==> config.mk <==
export PLATFORM = sky130hd
export DESIGN_NAME = checksummed_frame_receiver_top
export DESIGN_NICKNAME = d
export VERILOG_FILES = /design/src/rtl/cfrx_pkg.sv /design/src/rtl/checksummed_frame_receiver_top.sv /design/src/rtl/cfrx_parser.sv /design/src/rtl/cfrx_out_reg.sv
export SDC_FILE = /design/constraint.sdc
export NUM_CORES = 1
export LEC_CHECK = 0
export BUFFER_PORTS_ARGS = -buffer_cell sky130_fd_sc_hd__buf_2
export CORE_AREA = 10 10 138 140
export DETAILED_ROUTE_END_ITERATION = 6
export DIE_AREA = 0 0 148 150
export GPL_TIMING_DRIVEN = 0
export SYNTH_ARGS = -nofsm -noshare
export SYNTH_HDL_FRONTEND = slang
export SYNTH_HIERARCHICAL = 1
export SYNTH_SLANG_ARGS = --single-unit
==> constraint.sdc <==
create_clock -name clk_i -period 4.38 [get_ports clk_i]
set_clock_uncertainty 0.05 [all_clocks]
set_input_delay 0.438 -clock clk_i [delete_from_list [all_inputs] [get_ports clk_i]]
set_output_delay 0.438 -clock clk_i [all_outputs]
set_load 0.1 [all_outputs]
==> src/rtl/cfrx_pkg.sv <==
// Shared types and constants for the checksummed frame receiver.
package cfrx_pkg;

  localparam int unsigned ByteW = 8;
  localparam int unsigned PosW  = 9;
  localparam int unsigned TidW  = 16;
  localparam int unsigned StatW = 2;
  localparam int unsigned CfgIdxW = 2;

  localparam logic [ByteW-1:0] SyncFirstReset  = 8'd89;
  localparam logic [ByteW-1:0] SyncSecondReset = 8'd83;
  localparam logic [ByteW-1:0] MaxLenReset     = 8'd250;

  localparam logic [CfgIdxW-1:0] CFG_SYNC_FIRST  = 2'd0;
  localparam logic [CfgIdxW-1:0] CFG_SYNC_SECOND = 2'd1;
  localparam logic [CfgIdxW-1:0] CFG_MAX_LEN     = 2'd2;

  localparam logic [StatW-1:0] STAT_BUSY    = 2'd0;
  localparam logic [StatW-1:0] STAT_OK      = 2'd1;
  localparam logic [StatW-1:0] STAT_BAD_LEN = 2'd2;
  localparam logic [StatW-1:0] STAT_BAD_SUM = 2'd3;

  localparam logic [PosW-1:0] POS_HUNT    = 9'd0;
  localparam logic [PosW-1:0] POS_HDR     = 9'd1;
  localparam logic [PosW-1:0] POS_TID_LO  = 9'd2;
  localparam logic [PosW-1:0] POS_TID_HI  = 9'd3;
  localparam logic [PosW-1:0] POS_LEN     = 9'd4;
  localparam logic [PosW-1:0] POS_PAYLOAD = 9'd5;

  typedef struct packed {
    logic [ByteW-1:0] sync_first;
    logic [ByteW-1:0] sync_second;
    logic [ByteW-1:0] max_len;
  } cfrx_cfg_t;

  typedef struct packed {
    logic [StatW-1:0] status;
    logic             strobe;
    logic [ByteW-1:0] data;
    logic [ByteW-1:0] index;
    logic [TidW-1:0]  tid;
    logic [ByteW-1:0] length;
  } cfrx_result_t;

endpackage

==> src/rtl/checksummed_frame_receiver_top.sv <==
// Top level of the checksummed frame receiver.
//
// Input channel rx_*: one received byte per transaction (valid/ready).
// Output channel out_*: exactly one result per accepted byte: status,
// payload strobe with data and index, and on a good frame its id and length.
// Configuration: cfg_we_i writes cfg_wdata_i to the register cfg_idx_i
// (0 first header byte, 1 second header byte, 2 maximum payload length);
// other indexes are ignored. Write only while no transaction is in flight.
// The result is registered and appears in the cycle after the byte is accepted.
// Throughput: one byte per cycle unless stalled; the parser updates its
// position, id, length and Fletcher sums per byte, and the result register
// accepts a new byte in the same cycle its held result is taken.
// Reset: parser returns to hunting with cleared sums, registers take their
// defaults (0x59, 0x53, 250), and no result is held.
// Stall: while out_ready_i is low with a result held, rx_ready_o drops and
// the parser state holds.
module checksummed_frame_receiver_top
  import cfrx_pkg::*;
(
  input  logic               clk_i,
  input  logic               rst_ni,
  input  logic               cfg_we_i,
  input  logic [CfgIdxW-1:0] cfg_idx_i,
  input  logic [ByteW-1:0]   cfg_wdata_i,
  input  logic               rx_valid_i,
  output logic               rx_ready_o,
  input  logic [ByteW-1:0]   rx_byte_i,
  output logic               out_valid_o,
  input  logic               out_ready_i,
  output logic [StatW-1:0]   status_o,
  output logic               payload_strobe_o,
  output logic [ByteW-1:0]   payload_data_o,
  output logic [ByteW-1:0]   payload_index_o,
  output logic [TidW-1:0]    frame_tid_o,
  output logic [ByteW-1:0]   frame_length_o
);

  cfrx_cfg_t    cfg_q;
  cfrx_result_t result;
  cfrx_result_t result_out;
  logic         accept;

  assign accept = rx_valid_i && rx_ready_o;

  always_ff @(posedge clk_i or negedge rst_ni) begin
    if (!rst_ni) begin
      cfg_q.sync_first  <= SyncFirstReset;
      cfg_q.sync_second <= SyncSecondReset;
      cfg_q.max_len     <= MaxLenReset;
    end else if (cfg_we_i) begin
      unique case (cfg_idx_i)
        CFG_SYNC_FIRST:  cfg_q.sync_first  <= cfg_wdata_i;
        CFG_SYNC_SECOND: cfg_q.sync_second <= cfg_wdata_i;
        CFG_MAX_LEN:     cfg_q.max_len     <= cfg_wdata_i;
        default: ;
      endcase
    end
  end

  cfrx_parser u_parser (
    .clk_i     (clk_i),
    .rst_ni    (rst_ni),
    .accept_i  (accept),
    .rx_byte_i (rx_byte_i),
    .cfg_i     (cfg_q),
    .result_o  (result)
  );

  cfrx_out_reg u_out_reg (
    .clk_i       (clk_i),
    .rst_ni      (rst_ni),
    .in_valid_i  (rx_valid_i),
    .in_ready_o  (rx_ready_o),
    .in_data_i   (result),
    .out_valid_o (out_valid_o),
    .out_ready_i (out_ready_i),
    .out_data_o  (result_out)
  );

  assign status_o         = result_out.status;
  assign payload_strobe_o = result_out.strobe;
  assign payload_data_o   = result_out.data;
  assign payload_index_o  = result_out.index;
  assign frame_tid_o      = result_out.tid;
  assign frame_length_o   = result_out.length;

endmodule

==> src/rtl/cfrx_parser.sv <==
// Frame parser state and per-byte result logic.
module cfrx_parser
  import cfrx_pkg::*;
(
  input  logic             clk_i,
  input  logic             rst_ni,
  input  logic             accept_i,
  input  logic [ByteW-1:0] rx_byte_i,
  input  cfrx_cfg_t        cfg_i,
  output cfrx_result_t     result_o
);

  logic [PosW-1:0]  pos_q, pos_d;
  logic [TidW-1:0]  tid_q, tid_d;
  logic [ByteW-1:0] len_q, len_d;
  logic [ByteW-1:0] sum_a_q, sum_a_d;
  logic [ByteW-1:0] sum_b_q, sum_b_d;
  logic [ByteW-1:0] chk_a_q, chk_a_d;
  logic [PosW-1:0]  chk_a_pos;
  logic [PosW-1:0]  chk_b_pos;
  logic [PosW-1:0]  pay_off;
  logic [ByteW-1:0] sum_a_add;
  logic [ByteW-1:0] sum_b_add;
  logic             do_sum;

  assign chk_a_pos = POS_PAYLOAD + {1'b0, len_q};
  assign chk_b_pos = chk_a_pos + 9'd1;
  assign pay_off   = pos_q - POS_PAYLOAD;
  assign sum_a_add = sum_a_q + rx_byte_i;
  assign sum_b_add = sum_b_q + sum_a_add;

  always_comb begin
    pos_d   = pos_q;
    tid_d   = tid_q;
    len_d   = len_q;
    chk_a_d = chk_a_q;
    do_sum  = 1'b0;
    sum_a_d = sum_a_q;
    sum_b_d = sum_b_q;
    result_o = '0;
    if (pos_q == POS_HUNT) begin
      if (rx_byte_i == cfg_i.sync_first) pos_d = POS_HDR;
    end else if (pos_q == POS_HDR) begin
      if (rx_byte_i == cfg_i.sync_second) begin
        pos_d   = POS_TID_LO;
        sum_a_d = '0;
        sum_b_d = '0;
      end else if (rx_byte_i == cfg_i.sync_first) begin
        pos_d = POS_HDR;
      end else begin
        pos_d = POS_HUNT;
      end
    end else if (pos_q == POS_TID_LO) begin
      tid_d  = {tid_q[TidW-1:ByteW], rx_byte_i};
      do_sum = 1'b1;
      pos_d  = POS_TID_HI;
    end else if (pos_q == POS_TID_HI) begin
      tid_d  = {rx_byte_i, tid_q[ByteW-1:0]};
      do_sum = 1'b1;
      pos_d  = POS_LEN;
    end else if (pos_q == POS_LEN) begin
      len_d = rx_byte_i;
      if (rx_byte_i == '0 || rx_byte_i > cfg_i.max_len) begin
        result_o.status = STAT_BAD_LEN;
        pos_d = POS_HUNT;
      end else begin
        do_sum = 1'b1;
        pos_d  = POS_PAYLOAD;
      end
    end else if (pos_q < chk_a_pos) begin
      do_sum          = 1'b1;
      result_o.strobe = 1'b1;
      result_o.data   = rx_byte_i;
      result_o.index  = pay_off[ByteW-1:0];
      pos_d           = pos_q + 9'd1;
    end else if (pos_q == chk_a_pos) begin
      chk_a_d = rx_byte_i;
      pos_d   = pos_q + 9'd1;
    end else if (pos_q == chk_b_pos) begin
      if (chk_a_q == sum_a_q && rx_byte_i == sum_b_q) begin
        result_o.status = STAT_OK;
        result_o.tid    = tid_q;
        result_o.length = len_q;
      end else begin
        result_o.status = STAT_BAD_SUM;
      end
      pos_d = POS_HUNT;
    end else begin
      pos_d = POS_HUNT;
    end
    if (do_sum) begin
      sum_a_d = sum_a_add;
      sum_b_d = sum_b_add;
    end
  end

  always_ff @(posedge clk_i or negedge rst_ni) begin
    if (!rst_ni) begin
      pos_q   <= POS_HUNT;
      tid_q   <= '0;
      len_q   <= '0;
      sum_a_q <= '0;
      sum_b_q <= '0;
      chk_a_q <= '0;
    end else if (accept_i) begin
      pos_q   <= pos_d;
      tid_q   <= tid_d;
      len_q   <= len_d;
      sum_a_q <= sum_a_d;
      sum_b_q <= sum_b_d;
      chk_a_q <= chk_a_d;
    end
  end

endmodule

==> src/rtl/cfrx_out_reg.sv <==
// Result register with valid/ready handshake toward the consumer.
module cfrx_out_reg
  import cfrx_pkg::*;
(
  input  logic         clk_i,
  input  logic         rst_ni,
  input  logic         in_valid_i,
  output logic         in_ready_o,
  input  cfrx_result_t in_data_i,
  output logic         out_valid_o,
  input  logic         out_ready_i,
  output cfrx_result_t out_data_o
);

  logic         valid_q;
  cfrx_result_t data_q;

  assign in_ready_o  = !valid_q || out_ready_i;
  assign out_valid_o = valid_q;
  assign out_data_o  = data_q;

  always_ff @(posedge clk_i or negedge rst_ni) begin
    if (!rst_ni) begin
      valid_q <= 1'b0;
    end else if (in_ready_o) begin
      valid_q <= in_valid_i;
    end
  end

  always_ff @(posedge clk_i) begin
    if (in_ready_o && in_valid_i) begin
      data_q <= in_data_i;
    end
  end

endmodule

## Word level (Yosys, flattened, before mapping)

Cells that the tools add are included.

| cells by class | value |
|---|---|
| add/subtract/negate cells | 6 |
| mux-type cells | 31 |
| bitwise operators | 8 |
| shift operators | 0 |
| eq/ne operators | 14 |
| $mul | 0 |
| $lt $le $gt $ge | 2 |
| div/mod/pow operators | 0 |
| reduce and logical (&&, ||, !) cells | 23 |

Operators with widths:

| operator | number |
|---|---|
| 9-bit two-way mux | 9 |
| 8-bit two-way mux | 6 |
| 8-bit == test | 4 |
| 9-bit by 1-bit adder with 9-bit output, second input constant | 2 |
| 9-bit by 2-bit == test with 1-bit output, second input constant | 2 |
| 9-bit == test | 2 |
| 17-bit two-way mux | 1 |
| 8-bit adder | 2 |
| 2-bit two-way mux | 6 |
| 3-bit by 8-bit adder with 9-bit output, first input constant | 1 |
| 9-bit by 1-bit == test with 1-bit output, second input constant | 1 |
| 9-bit by 3-bit == test with 1-bit output, second input constant | 1 |
| 9-bit zero test | 1 |
| 9-bit < comparator | 1 |
| 9-bit OR reduction | 1 |
| 8-bit greater-than comparator | 1 |
| 8-bit zero test | 1 |
| 1-bit two-way mux | 8 |
| 1-bit inverter | 8 |
| 2-bit AND reduction | 4 |
| 4-bit AND reduction | 2 |
| 8-bit AND reduction | 1 |
| 8-bit by 3-bit subtractor with 8-bit output, second input constant | 1 |
| 6-bit AND reduction | 1 |
| 14 further kinds | 17 |

| word-level totals | value |
|---|---|
| register bits after elaboration | 125 |
| bits of input ports | 23 |
| output and inout port bits | 45 |
| bits in writable memories | 0 |
| memories | 0 |
| latch bits | 0 |
| memory bits (read-only) | 0 |

## Logic depth before layout (Yosys ltp)

Gate-level depths: netlist of the first run.

| logic depth | value |
|---|---|
| depth after elaboration | 10 |
| depth in mapped cells | 14 |
| depth with buffers taken out | 14 |

## By module

Netlist of the first run, hierarchy kept.

By module, submodules not included:

| module | area each (µm²) | cells an instance | instances |
|---|---|---|---|
| cfrx_parser | 4971.0 | 547 | 1 |
| cfrx_out_reg | 1345.0 | 47 | 1 |
| checksummed_frame_receiver_top | 935.9 | 52 | 1 |

## Worst setup path before layout of the first run

OpenSTA, ideal clock, no wires.

| path | value |
|---|---|
| path kind | register -> register |
| start point | register u_parser.len_q[1] |
| end point | register u_parser.sum_a_q[7] |
| clock period less this slack | 3291 ps |
| stages on the path, launching flop included | 14 |
| required time | 4198 ps |
| arrival | 3109 ps |
| path slack | 1089 ps |
| setup time | 132 ps |
| path through | dfrtp_1 > ha_1 > o21ai_0 > xnor2_1 > ha_1 > a22o_1 > nor4_1 > o21a_1 > clkbuf_1 > a21oi_1 > or2_1 > buf_2 > buf_4 > mux2i_1 |

| between the ends | value |
|---|---|
| longest elaborated chain between the ends | 10 |
| elaborated cells on any way between the ends | 13 |
| classes of those cells | add/sub (1); order compare (1); eq/ne (1); mux (7); reduce/logical (3) |

RTL lines:

| item | RTL line | source |
|---|---|---|
| start, declared | cfrx_parser.sv:15 | `logic [ByteW-1:0] len_q, len_d;` |
| start signal, assigned | cfrx_parser.sv:108 | `len_q <= len_d;` |
| 3-bit by 8-bit adder with 9-bit output * | cfrx_parser.sv:26 | `assign chk_a_pos = POS_PAYLOAD + {1'b0, len_q};` |
| 9-bit < comparator * | cfrx_parser.sv:70 | `end else if (pos_q < chk_a_pos) begin` |
| 1-bit two-way mux * | cfrx_parser.sv:70 |  |
| 1-bit two-way mux * | cfrx_parser.sv:61 | `end else if (pos_q == POS_LEN) begin` |
| 1-bit two-way mux * | cfrx_parser.sv:57 | `end else if (pos_q == POS_TID_HI) begin` |
| 1-bit two-way mux * | cfrx_parser.sv:53 | `end else if (pos_q == POS_TID_LO) begin` |
| 1-bit two-way mux * | cfrx_parser.sv:43 | `end else if (pos_q == POS_HDR) begin` |
| 1-bit two-way mux * | cfrx_parser.sv:41 | `if (pos_q == POS_HUNT) begin` |
| 2-bit by 1-bit inequality test with 1-bit output (no line) or 2-bit nonzero test (tied branches) | n/a |  |
| 4-bit AND reduction (no line) | n/a |  |
| end signal, assigned | cfrx_parser.sv:109 | `sum_a_q <= sum_a_d;` |
| end, declared | cfrx_parser.sv:16 | `logic [ByteW-1:0] sum_a_q, sum_a_d;` |

Mark *: on every way between the ends. The rest lies on a longest branch, timed or not.
A chain may end at the register's enable or synchronous reset.

## Worst setup path in the final report of the first run

| path | value |
|---|---|
| start point | register u_parser.len_q[1] |
| end point | register u_parser.sum_b_q[1] |

| between the ends | value |
|---|---|
| longest elaborated chain between the ends | 10 |
| elaborated cells on any way between the ends | 13 |
| classes of those cells | add/sub (1); order compare (1); eq/ne (1); mux (7); reduce/logical (3) |

RTL lines:

| item | RTL line | source |
|---|---|---|
| 3-bit by 8-bit adder with 9-bit output * | cfrx_parser.sv:26 |  |
| 9-bit < comparator * | cfrx_parser.sv:70 |  |
| 1-bit two-way mux * | cfrx_parser.sv:70 |  |
| 1-bit two-way mux * | cfrx_parser.sv:61 |  |
| 1-bit two-way mux * | cfrx_parser.sv:57 |  |
| 1-bit two-way mux * | cfrx_parser.sv:53 |  |
| 1-bit two-way mux * | cfrx_parser.sv:43 |  |
| 1-bit two-way mux * | cfrx_parser.sv:41 |  |
| 2-bit by 1-bit inequality test with 1-bit output (no line) or 2-bit nonzero test (tied branches) | n/a |  |
| 4-bit AND reduction (no line) | n/a |  |
| end signal, assigned | cfrx_parser.sv:110 | `sum_b_q <= sum_b_d;` |
| end, declared | cfrx_parser.sv:17 | `logic [ByteW-1:0] sum_b_q, sum_b_d;` |

Marks and branches as above.

==> metrics, run 1 <==
max incr delay on CP 540 ps; sequential element share of the synthesized area 0.463; CTS tree built; commonest non-fill, non-tap cell in the layout buf_2; Final Cycle Share 0.898; distinct cell type count after synthesis 61; # diodes 0; average wire per standard cell 17.0 um; Setup violations, final 0; post-synth net total 709; CTS clk-pin slew, worst paths 60 ps; syn avg cell area 11.2 um^2; GP Congestion 0.878; Final Max Slew Viols 0; Hold WC Path Type in2reg; RSZ-0062 raised after global routing false; hold slack 191 ps; Filler Cell Count 1475; initial antenna violation count 0; Site Rows 47; Starting Density 0.444; Vias/cell 5.24; first-pass GRT wire length 26.7 mm; commonest non-fill, non-tap cells in the layout buf_2, dfrtp_1, mux2_2; final worst path period need 3930 ps; full die area 22200 um^2; fmax 254 MHz; die height 150 um; YS warnings 6; max cap viols 0; pin count of the biggest net entering global routing 46; CTS buffer count 17; final net count 796; Setup CP Type reg2reg; Final ANT Viol Nets 0; endpoints failing hold 0; M1 GR Usage 0.184; later-pin clock latency in the skew report 420 ps; clock sinks 125; total gr overflow 0; Via Count 5064; cell area after synthesis 7250 um^2; register area 3360 um^2; IO buf count 67; post-CTS repair timing setup buffer count 0; crit-path max FO 10; cells along the critical path ha_1 -> o21ai_0 -> xnor2_1 -> ha_1 -> o211ai_1 -> a21oi_1 -> nor4_1 -> o21a_1 -> a21oi_1 -> or2_1 -> buf_2 -> buf_4 -> mux2i_1; M2 GR Usage 0.259; worst path bufs/invs 2; slew margin rel. 0.470; Finished Core Util 0.518; number of synthesized flops with an enable pin 43; ratio of cells with drive above 1 in the final layout 0.284; Pleak 3.67 nW; Multi-input gate area 3590 um^2; Async SR Flop Fraction 0.656; vias in the first global route 5162; WP data arrival 4170 ps; CTS root buffer clkbuf_16; Pre-Repair DR Iteration Count 5; area grow syn2layout 16.9%; Pwr Total 6.08 mW; I/O pins 68; Crit path required time 4620 ps; status finished, final reports clean; ys flop type dfrtp_1; post-synthesis instance total 646; VDD IR max 372 uV; Worst Tran Pin Value 789 ps; PwrDens 717 nW/um^2; Crit. End Element register; H-tree depth 4; die extent in x 148 um; GRT Max-Usage Layer met2; DR iter-0 viols 302; GRT Util Overall 0.152; core area 16300 um^2; slowest CP cell dfrtp_1; GRT met3 Usage 0.0411; post-CTS sizing 0; CP delay by family, top compound AO/OA/AOI/OAI gates; Synth Register Bits 125; total negative setup slack 0 ps; drt drc 0; Max Buffers Root-to-Sink 2; drt total wl 16.4 mm; startpoint class of the critical path register; DP HPWL 12.3 mm
## where the power goes
part           switching, mW  internal (mW)  total [mW]
clock network          0.515          0.846        1.36
registers              0.255           1.59        1.84
logic                   1.81           1.07        2.88
## kinds of logic after synthesis
| family | count (synthesis) | share of synthesized area |
|---|---|---|
| AO/OA/AOI/OAI | 86 | 0.0783 |
| XOR/XNOR | 71 | 0.0868 |
| adder cells (fa/ha/maj) | 40 | 0.0711 |
| buffers and inverters | 75 | 0.0421 |
| flip-flops | 125 | 0.463 |
| multiplexers | 70 | 0.107 |
| AND/OR/NAND/NOR | 179 | 0.152 |
## metal layers
layer  vias to the layer above  routed length (um)
li1                       2470                   -
met1                      2478                7350
met2                       103                8230
met3                        13                 725
met4                         0                 149
met5                         -                   0
## stage by stage
stage	cells	setup WS [ps]	instance area (um^2)
6_report	966	449	8470
3_5_place_dp	934	317	7890
5_1_grt	966	131	8470
2_1_floorplan	646	1090	7250
4_1_cts	967	304	8480
3_3_place_gp	933	382	7860
## Yosys cell counts (3+ instances only)
library cell,number,share of area
o21ai_0,22,0.015
o31ai_1,3,0.0031
mux2i_1,12,0.017
dfrtp_1,68,0.23
dfstp_2,14,0.051
buf_2,4,0.0028
a22o_1,3,0.0036
or3_1,4,0.0035
o211ai_1,7,0.0072
a21oi_1,22,0.015
nand2_1,35,0.018
edfxtp_1,43,0.18
xnor2_1,42,0.051
nor3_1,18,0.012
inv_1,46,0.024
nor4_1,9,0.0078
nor3_2,20,0.028
and2_1,8,0.0069
nand3_1,9,0.0062
ha_1,38,0.066
xor2_1,28,0.034
clkbuf_1,20,0.010
a21o_1,4,0.0041
nand2b_1,5,0.0043
and3b_1,3,0.0036
nor2_1,26,0.013
mux2_2,58,0.090
and3_1,10,0.0086
nand4_1,12,0.010
a211oi_1,3,0.0031
o21a_1,4,0.0041
a31oi_1,3,0.0026
nor2b_1,5,0.0043
## what timing repair did
item	CTS	global route
hold buffers	1	0
setup endpoints to repair	0	10
endpoints found under the hold margin	29	0
## final timing paths
path / startpoint / endpoint / slack, ps / cells after the start
max in group asynchronous: rst_ni / cfg_q[12] / 3140 / 3
min: rx_valid_i / u_out_reg/out_valid_o / 190 / 2
min reg2reg: u_parser/tid_q[13] / u_parser/tid_q[13] / 450 / 1
max reg2reg: u_parser/len_q[1] / u_parser/sum_b_q[1] / 450 / 13
max: u_parser/len_q[1] / u_parser/sum_b_q[1] / 450 / 13
min in group asynchronous: rst_ni / cfg_q[21] / 490 / 2
## flip-flops by register name, summed over array words and instances (netlist names)
name                   flops
u_parser/tid_q            16
u_parser/sum_a_q           8
u_parser/chk_a_q           8
u_out_reg/out_valid_o      1
u_parser/sum_b_q           8
cfg_q                     24
u_out_reg/out_data_o      43
u_parser/pos_q             9
u_parser/len_q             8
## final cells by class
type                            instances  share of cell area
Buffer                                 26              0.0143
Clock inverter                          8             0.00974
Multi-Input combinational cell        446               0.423
Clock buffer                           24              0.0582
Inverter                               48              0.0213
Timing Repair Buffer                   69              0.0443
Tap cell                              220              0.0325
Sequential cell                       125               0.397
Power figures use the tool's default switching activity.
==> run 2, diff against run 1 <==
==> constraint.sdc (replaced) <==
create_clock -name clk_i -period 4.38 [get_ports clk_i]
set_clock_uncertainty 0.05 [all_clocks]
set_input_delay 0.219 -clock clk_i [delete_from_list [all_inputs] [get_ports clk_i]]
set_output_delay 0.219 -clock clk_i [all_outputs]
set_load 0.1 [all_outputs]
==> run 2 against run 1 <==
Against the previous run: power hardly changed; sequential power barely moved; flip-flop and latch count is the same; clock power about the same; fmax is essentially flat; sequential share of layout area is 0.093 points lower; final area is 0.24% higher; first-iteration DRC count fell by 0.66%; critical path depth stayed put; final cell count grew 0.21%; die area stayed put; register-to-register slack barely moved; critical path type unchanged; largest power group unchanged; highest routed layer unchanged.
==> metrics, run 2 (same netlist as run 1, synthesis figures left out) <==
RSZ-0062 raised after global routing false (unchanged); commonest non-fill, non-tap cells in the layout buf_2, dfrtp_1, mux2_2 (unchanged); Starting Density 0.444 (unchanged); DR iter-0 viols 300 (was 302); Finished Core Util 0.520 (was 0.518); endpoints failing hold 0 (unchanged); area grow syn2layout 17.1% (was 16.9%); DP HPWL 12.3 mm (unchanged); Setup CP Type reg2reg (unchanged); die extent in x 148 um (unchanged); Vias/cell 5.26 (was 5.24); CTS buffer count 17 (unchanged); Logic pwr share 0.473 (about the same); later-pin clock latency in the skew report 420 ps (about the same); fin cells 968 (was 966); IO buf count 67 (unchanged); Crit path required time 4620 ps (about the same); startpoint class of the critical path register (unchanged); status finished, final reports clean (unchanged); ratio of cells with drive above 1 in the final layout 0.283 (was 0.284); full die area 22200 um^2 (unchanged); placed cells 934 (unchanged); CTS root buffer clkbuf_16 (unchanged); initial antenna violation count 0 (unchanged); Hold WC Path Type in2reg (unchanged); GRT Util Overall 0.152 (about the same); commonest non-fill, non-tap cell in the layout buf_2 (unchanged); I/O pins 68 (unchanged); Filler Cell Count 1473 (was 1475); Clk pwr share 0.224 (about the same); H-tree depth 4 (unchanged); crit-path max FO 10 (unchanged); Worst Tran Pin Value 804 ps (was 789 ps); total negative setup slack 0 ps (unchanged); WP data arrival 4170 ps (about the same); slew margin rel. 0.460 (was 0.470); Final ANT Viol Nets 0 (unchanged); post-CTS sizing 0 (unchanged); average wire per standard cell 17.0 um (about the same); Pleak 3.68 nW (was 3.67 nW); # diodes 0 (unchanged); max reg flops 43 (unchanged); drt total wl 16.4 mm (about the same); Int Power 3.50 mW (about the same); first-pass GRT wire length 26.8 mm (was 26.7 mm); CTS clk-pin slew, worst paths 60 ps (about the same); post-CTS repair timing setup buffer count 0 (unchanged); clock sinks 125 (unchanged); hold slack 18.6 ps (was 191 ps); Pre-Repair DR Iteration Count 5 (unchanged); drt drc 0 (unchanged); Final Cycle Share 0.898 (about the same); VDD IR max 373 uV (was 372 uV); Max Buffers Root-to-Sink 2 (unchanged); fmax 254 MHz (about the same); Pwr Total 6.08 mW (about the same); GP Congestion 0.878 (unchanged); CTS tree built (unchanged); PwrDens 716 nW/um^2 (was 717 nW/um^2); core area 16300 um^2 (unchanged); net switching power 2.58 mW (was 2.57 mW); Final Max Slew Viols 0 (unchanged); die height 150 um (unchanged); Setup violations, final 0 (unchanged); max cap viols 0 (unchanged); Crit. End Element register (unchanged); Sw Share 0.424 (about the same); Site Rows 47 (unchanged); Via Count 5090 (was 5064); vias in the first global route 5173 (was 5162); final worst path period need 3930 ps (about the same); final net count 798 (was 796); sequential share of power 0.303 (about the same); pin count of the biggest net entering global routing 46 (unchanged); total gr overflow 0 (unchanged)
## run 2: cell count changes in the layout (fill, tap and decap cells not counted)
cell	before	now
dlygate4sd3_1	1	3
## run 2: what timing repair did
action / in CTS / in global routing
hold buffers: 3 / 0
setup endpoints to repair: 0 / 10
hold endpoints to repair: 31 / 0
## run 2: area by class of cell
class / count / area, um^2 / share of cell area
Clock inverter: 8 / 82.6 / 0.00972
Timing Repair Buffer: 71 / 395 / 0.0465
Buffer: 26 / 121 / 0.0143
Sequential cell: 125 / 3360 / 0.396
Tap cell: 220 / 275 / 0.0324
Inverter: 48 / 180 / 0.0212
Multi-Input combinational cell: 446 / 3590 / 0.422
Clock buffer: 24 / 493 / 0.0580
## run 2: power groups by stage
stage,registers [mW],clock network (mW),logic [mW]
floorplan,2.27,0,1.87
global placement,1.85,0,2.79
detailed placement,1.86,0,2.87
CTS,1.84,1.38,2.89
global route,1.89,1.43,3.18
finish,1.84,1.36,2.88
## run 2: worst paths after layout
path	endpoint	slack [ps]	depth (start not counted)	startpoint
max in group asynchronous	cfg_q[12]	3360	3	rst_ni
hold reg to reg	u_parser/tid_q[13]	450	1	u_parser/tid_q[13]
setup / recovery	u_parser/sum_b_q[1]	450	13	u_parser/len_q[1]
hold / removal	cfg_q[0]	20	2	cfg_wdata_i[0]
min in group asynchronous	cfg_q[21]	270	2	rst_ni
setup reg to reg	u_parser/sum_b_q[1]	450	13	u_parser/len_q[1]
## run 2: per-stage QoR
step                      cell area [um^2]  worst slack [ps]
after floorplan                       7250              1090
after global placement                7860               382
after detailed placement              7890               317
after CTS                             8500               304
after global routing                  8490               131
final                                 8490               448
## run 2: critical path, cell delays in order (launching register included)
cell      delay, ps
dfrtp_1         540
ha_1            360
o21ai_0         140
xnor2_1         430
ha_1            360
o211ai_1         90
a21oi_1          70
nor4_1          350
o21a_1          450
a21oi_1         190
or2_1           260
buf_2           160
buf_4           210
mux2i_1         140
## run 2: routing by layer
| layer | vias to the layer above | GRT usage | share of wire |
|---|---|---|---|
| li1 | 2473 | - | - |
| met1 | 2494 | 0.185 | 0.45 |
| met2 | 111 | 0.259 | 0.50 |
| met3 | 12 | 0.0408 | 0.045 |
| met4 | 0 | 0.0426 | 0.0091 |
| met5 | - | 0 | 0 |
==> run 3, diff against run 2 <==
--- a/config.mk
+++ b/config.mk
@@ -5,12 +5,12 @@
 export SDC_FILE = /design/constraint.sdc
 export NUM_CORES = 1
 export LEC_CHECK = 0
-export BUFFER_PORTS_ARGS = -buffer_cell sky130_fd_sc_hd__buf_2
-export CORE_AREA = 10 10 138 140
+export BUFFER_PORTS_ARGS = -buffer_cell sky130_fd_sc_hd__clkbuf_2
+export CORE_AREA = 10 10 137 139
 export DETAILED_ROUTE_END_ITERATION = 6
-export DIE_AREA = 0 0 148 150
+export DIE_AREA = 0 0 147 149
 export GPL_TIMING_DRIVEN = 0
+export RECOVER_POWER = 100
 export SYNTH_ARGS = -nofsm -noshare
 export SYNTH_HDL_FRONTEND = slang
-export SYNTH_HIERARCHICAL = 1
 export SYNTH_SLANG_ARGS = --single-unit
==> run 3 against run 2 <==
Against the previous run: the run now ends with negative hold slack, max-capacitance violations, max-slew violations left; power is 1.8% higher; clock power is 8% higher; critical endpoint is now u_parser.sum_b_q[1]; highest routed layer unchanged; global-route usage grew 0.35 points; synthesized cell count down 5.1%; critical path depth decreased by 1; area after synthesis decreased by 2.3%; first-iteration DRC count is 19% higher; register-to-register slack worse by 60 ps.
==> metrics, run 3 <==
initial antenna violation count 0 (unchanged); I/O pins 68 (unchanged); slew margin rel. -0.244 (was 0.460); Site Rows 47 (unchanged); register area 3360 um^2 (unchanged); final net count 767 (was 798); die height 149 um (was 150 um); cell area after synthesis 7080 um^2 (was 7250 um^2); later-pin clock latency in the skew report 430 ps (was 420 ps); H-tree depth 4 (unchanged); share of the synthesized area in the top cell type 0.240 (was 0.235); die extent in x 147 um (was 148 um); commonest non-fill, non-tap cell in the layout dfrtp_1 (was buf_2); Synth Register Bits 125 (unchanged); Worst Tran Pin Value 1850 ps (was 804 ps); number of synthesized flops with an enable pin 43 (unchanged); YS warnings 0 (was 6); Setup CP Type reg2reg (unchanged); post-synthesis instance total 613 (was 646); Synth area leaders dfrtp_1, edfxtp_1, mux2_2 (unchanged); WP data arrival 4300 ps (was 4170 ps); syn avg cell area 11.6 um^2 (was 11.2 um^2); Via Count 5053 (was 5090); Final Max Slew Viols 54 (was 0); Crit. End Element register (unchanged); commonest non-fill, non-tap cells in the layout dfrtp_1, clkbuf_1, mux2_2 (was buf_2, dfrtp_1, mux2_2); drt total wl 16.5 mm (was 16.4 mm); full die area 21900 um^2 (was 22200 um^2); core area 16200 um^2 (was 16300 um^2); drt drc 0 (unchanged); RSZ-0062 raised after global routing false (unchanged); Pre-Repair DR Iteration Count 6 (was 5); post-CTS sizing 0 (unchanged); hold_buf cts 3 (unchanged); cells along the critical path ha_1 -> buf_2 -> o2111ai_1 -> xor2_1 -> ha_1 -> and3_1 -> nor2b_1 -> or3_1 -> o31a_1 -> a21oi_1 -> clkbuf_2 -> a22o_1 (was ha_1 -> o21ai_0 -> xnor2_1 -> ha_1 -> o211ai_1 -> a21oi_1 -> nor4_1 -> o21a_1 -> a21oi_1 -> or2_1 -> buf_2 -> buf_4 -> mux2i_1); average wire per standard cell 17.6 um (was 17.0 um); area grow syn2layout 16.4% (was 17.1%); total negative setup slack 0 ps (unchanged); DR iter-0 viols 358 (was 300); Final ANT Viol Nets 0 (unchanged); worst path bufs/invs 2 (unchanged); CTS root buffer clkbuf_16 (unchanged); CTS tree built (unchanged); ys flop type dfrtp_1 (unchanged); VDD IR max 503 uV (was 373 uV); final worst path period need 3990 ps (was 3930 ps); CTS clk-pin slew, worst paths 60 ps (about the same); endpoints failing hold 1 (was 0); PwrDens 750 nW/um^2 (was 716 nW/um^2); GP Congestion 0.880 (was 0.878); status finished, violations left (was finished, final reports clean); failing checks negative hold slack, max-capacitance violations, max-slew violations; Pleak 3.52 nW (was 3.68 nW); post-synth net total 676 (was 709); DP HPWL 12.1 mm (was 12.3 mm); pin count of the biggest net entering global routing 57 (was 46); # diodes 0 (unchanged); Hold Crit Depth 2 (unchanged); Max Buffers Root-to-Sink 2 (unchanged); leading area contributor after synthesis dfrtp_1 (unchanged); first-pass GRT wire length 27.2 mm (was 26.8 mm); Async SR Flop Fraction 0.656 (unchanged); Starting Density 0.438 (was 0.444); distinct cell type count after synthesis 72 (was 61); vias in the first global route 5184 (was 5173); hold slack -12.8 ps (was 18.6 ps); Worst path depth 12 (was 13); max incr delay on CP 490 ps (was 540 ps); Vias/cell 5.39 (was 5.26); GRT Util Overall 0.155 (was 0.152); Crit path required time 4690 ps (was 4620 ps); total gr overflow 0 (unchanged); slowest CP cell a21oi_1 (was dfrtp_1); ratio of cells with drive above 1 in the final layout 0.191 (was 0.283); Hold WC Path Type in2reg (unchanged); Post-synth top cells dfrtp_1, mux2_2, edfxtp_1 (was dfrtp_1, mux2_2, inv_1); CTS buffer count 17 (unchanged); sequential element share of the synthesized area 0.474 (was 0.463); design area 8250 um^2 (was 8490 um^2); worst r2r path cells 12 (was 13); startpoint class of the critical path register (unchanged); fmax 251 MHz (was 254 MHz); CP delay by family, top compound AO/OA/AOI/OAI gates (unchanged); post-CTS repair timing setup buffer count 0 (unchanged); Final Cycle Share 0.911 (was 0.898); Filler Cell Count 1473 (unchanged); max reg flops 43 (unchanged); placed cell areas 7720 um^2 (was 7890 um^2); top-count cell post-synth dfrtp_1 (unchanged); clock sinks 125 (unchanged); IO buf count 67 (unchanged); crit-path max FO 10 (unchanged); max cap viols 3 (was 0); Setup violations, final 0 (unchanged); cell mode on critical path ha_1; Multi-input gate area 3470 um^2 (was 3590 um^2)
==> run 3: cell types whose count changed after synthesis, sizes merged, moves of 5 or more <==
cell    previous run  this run
a22o               3        16
clkbuf            20        14
a21o               4        10
nand2             35        26
buf                7        13
nor2b              5        10
and2               9        33
and3              10         4
nand4             12         7
inv               48        22
mux2i             12         1
xnor2             43        34
nor3              40        13
==> run 3: stage by stage <==
step,utilization,total power [mW],hold slack [ps],cells,setup WS (ps)
2_1_floorplan,-,4.17,-127,613,421
3_3_place_gp,0.476,4.70,381,900,407
3_5_place_dp,0.478,4.79,157,901,376
4_1_cts,0.517,6.28,0.742,936,387
5_1_grt,0.510,6.62,11.9,937,74.1
6_report,0.510,6.19,-12.8,937,389
==> run 3: layer usage <==
metal | track usage | share of wire | vias up
met2 | 0.259 | 0.49 | 114
li1 | - | - | 2415
met3 | 0.0385 | 0.047 | 28
met4 | 0.0540 | 0.019 | 0
met5 | 0 | 0 | -
met1 | 0.193 | 0.45 | 2496
==> run 3: worst paths after layout <==
| path | startpoint | slack (ps) | endpoint |
|---|---|---|---|
| min in group asynchronous | rst_ni | 620 | cfg_q[23] |
| min reg2reg | u_parser.tid_q[7] | 430 | u_parser.tid_q[7] |
| min | cfg_wdata_i[3] | -10 | cfg_q[19] |
| max in group asynchronous | rst_ni | 1530 | u_parser.pos_q[7] |
| max reg2reg | u_parser.len_q[1] | 390 | u_parser.sum_b_q[1] |
| max | u_parser.len_q[1] | 390 | u_parser.sum_b_q[1] |
==> run 3: kinds of logic after synthesis <==
| kind of cell | share of synthesized area |
|---|---|
| adder cells (fa/ha/maj) | 0.0728 |
| multiplexers | 0.0888 |
| XOR/XNOR | 0.0823 |
| flip-flops | 0.474 |
| AND/OR/NAND/NOR | 0.146 |
| AO/OA/AOI/OAI | 0.105 |
| buffers and inverters | 0.0302 |
==> run 3: final cells by class <==
| type | instances | share of cell area |
|---|---|---|
| plain buffers | 27 | 0.0156 |
| repair buffers | 72 | 0.0388 |
| clock inverters | 15 | 0.0228 |
| inverters | 22 | 0.0100 |
| clock buffers | 17 | 0.0516 |
| multi-input cells | 439 | 0.420 |
| flip-flops and latches | 125 | 0.407 |
| well taps | 220 | 0.0334 |
==> run 3: where the power goes <==
| group | switching (mW) | internal (mW) | leakage [nW] |
|---|---|---|---|
| clock network | 0.568 | 0.904 | 0.298 |
| registers | 0.255 | 1.60 | 1.43 |
| logic | 1.76 | 1.09 | 1.79 |
| total | 2.59 | 3.60 | 3.52 |
==> run 3: worst reg2reg max path: stages (launching register included) <==
cell	delay [ps]
dfrtp_1	480
ha_1	220
buf_2	170
o2111ai_1	220
xor2_1	450
ha_1	320
and3_1	170
nor2b_1	130
or3_1	360
o31a_1	320
a21oi_1	490
clkbuf_2	350
a22o_1	180
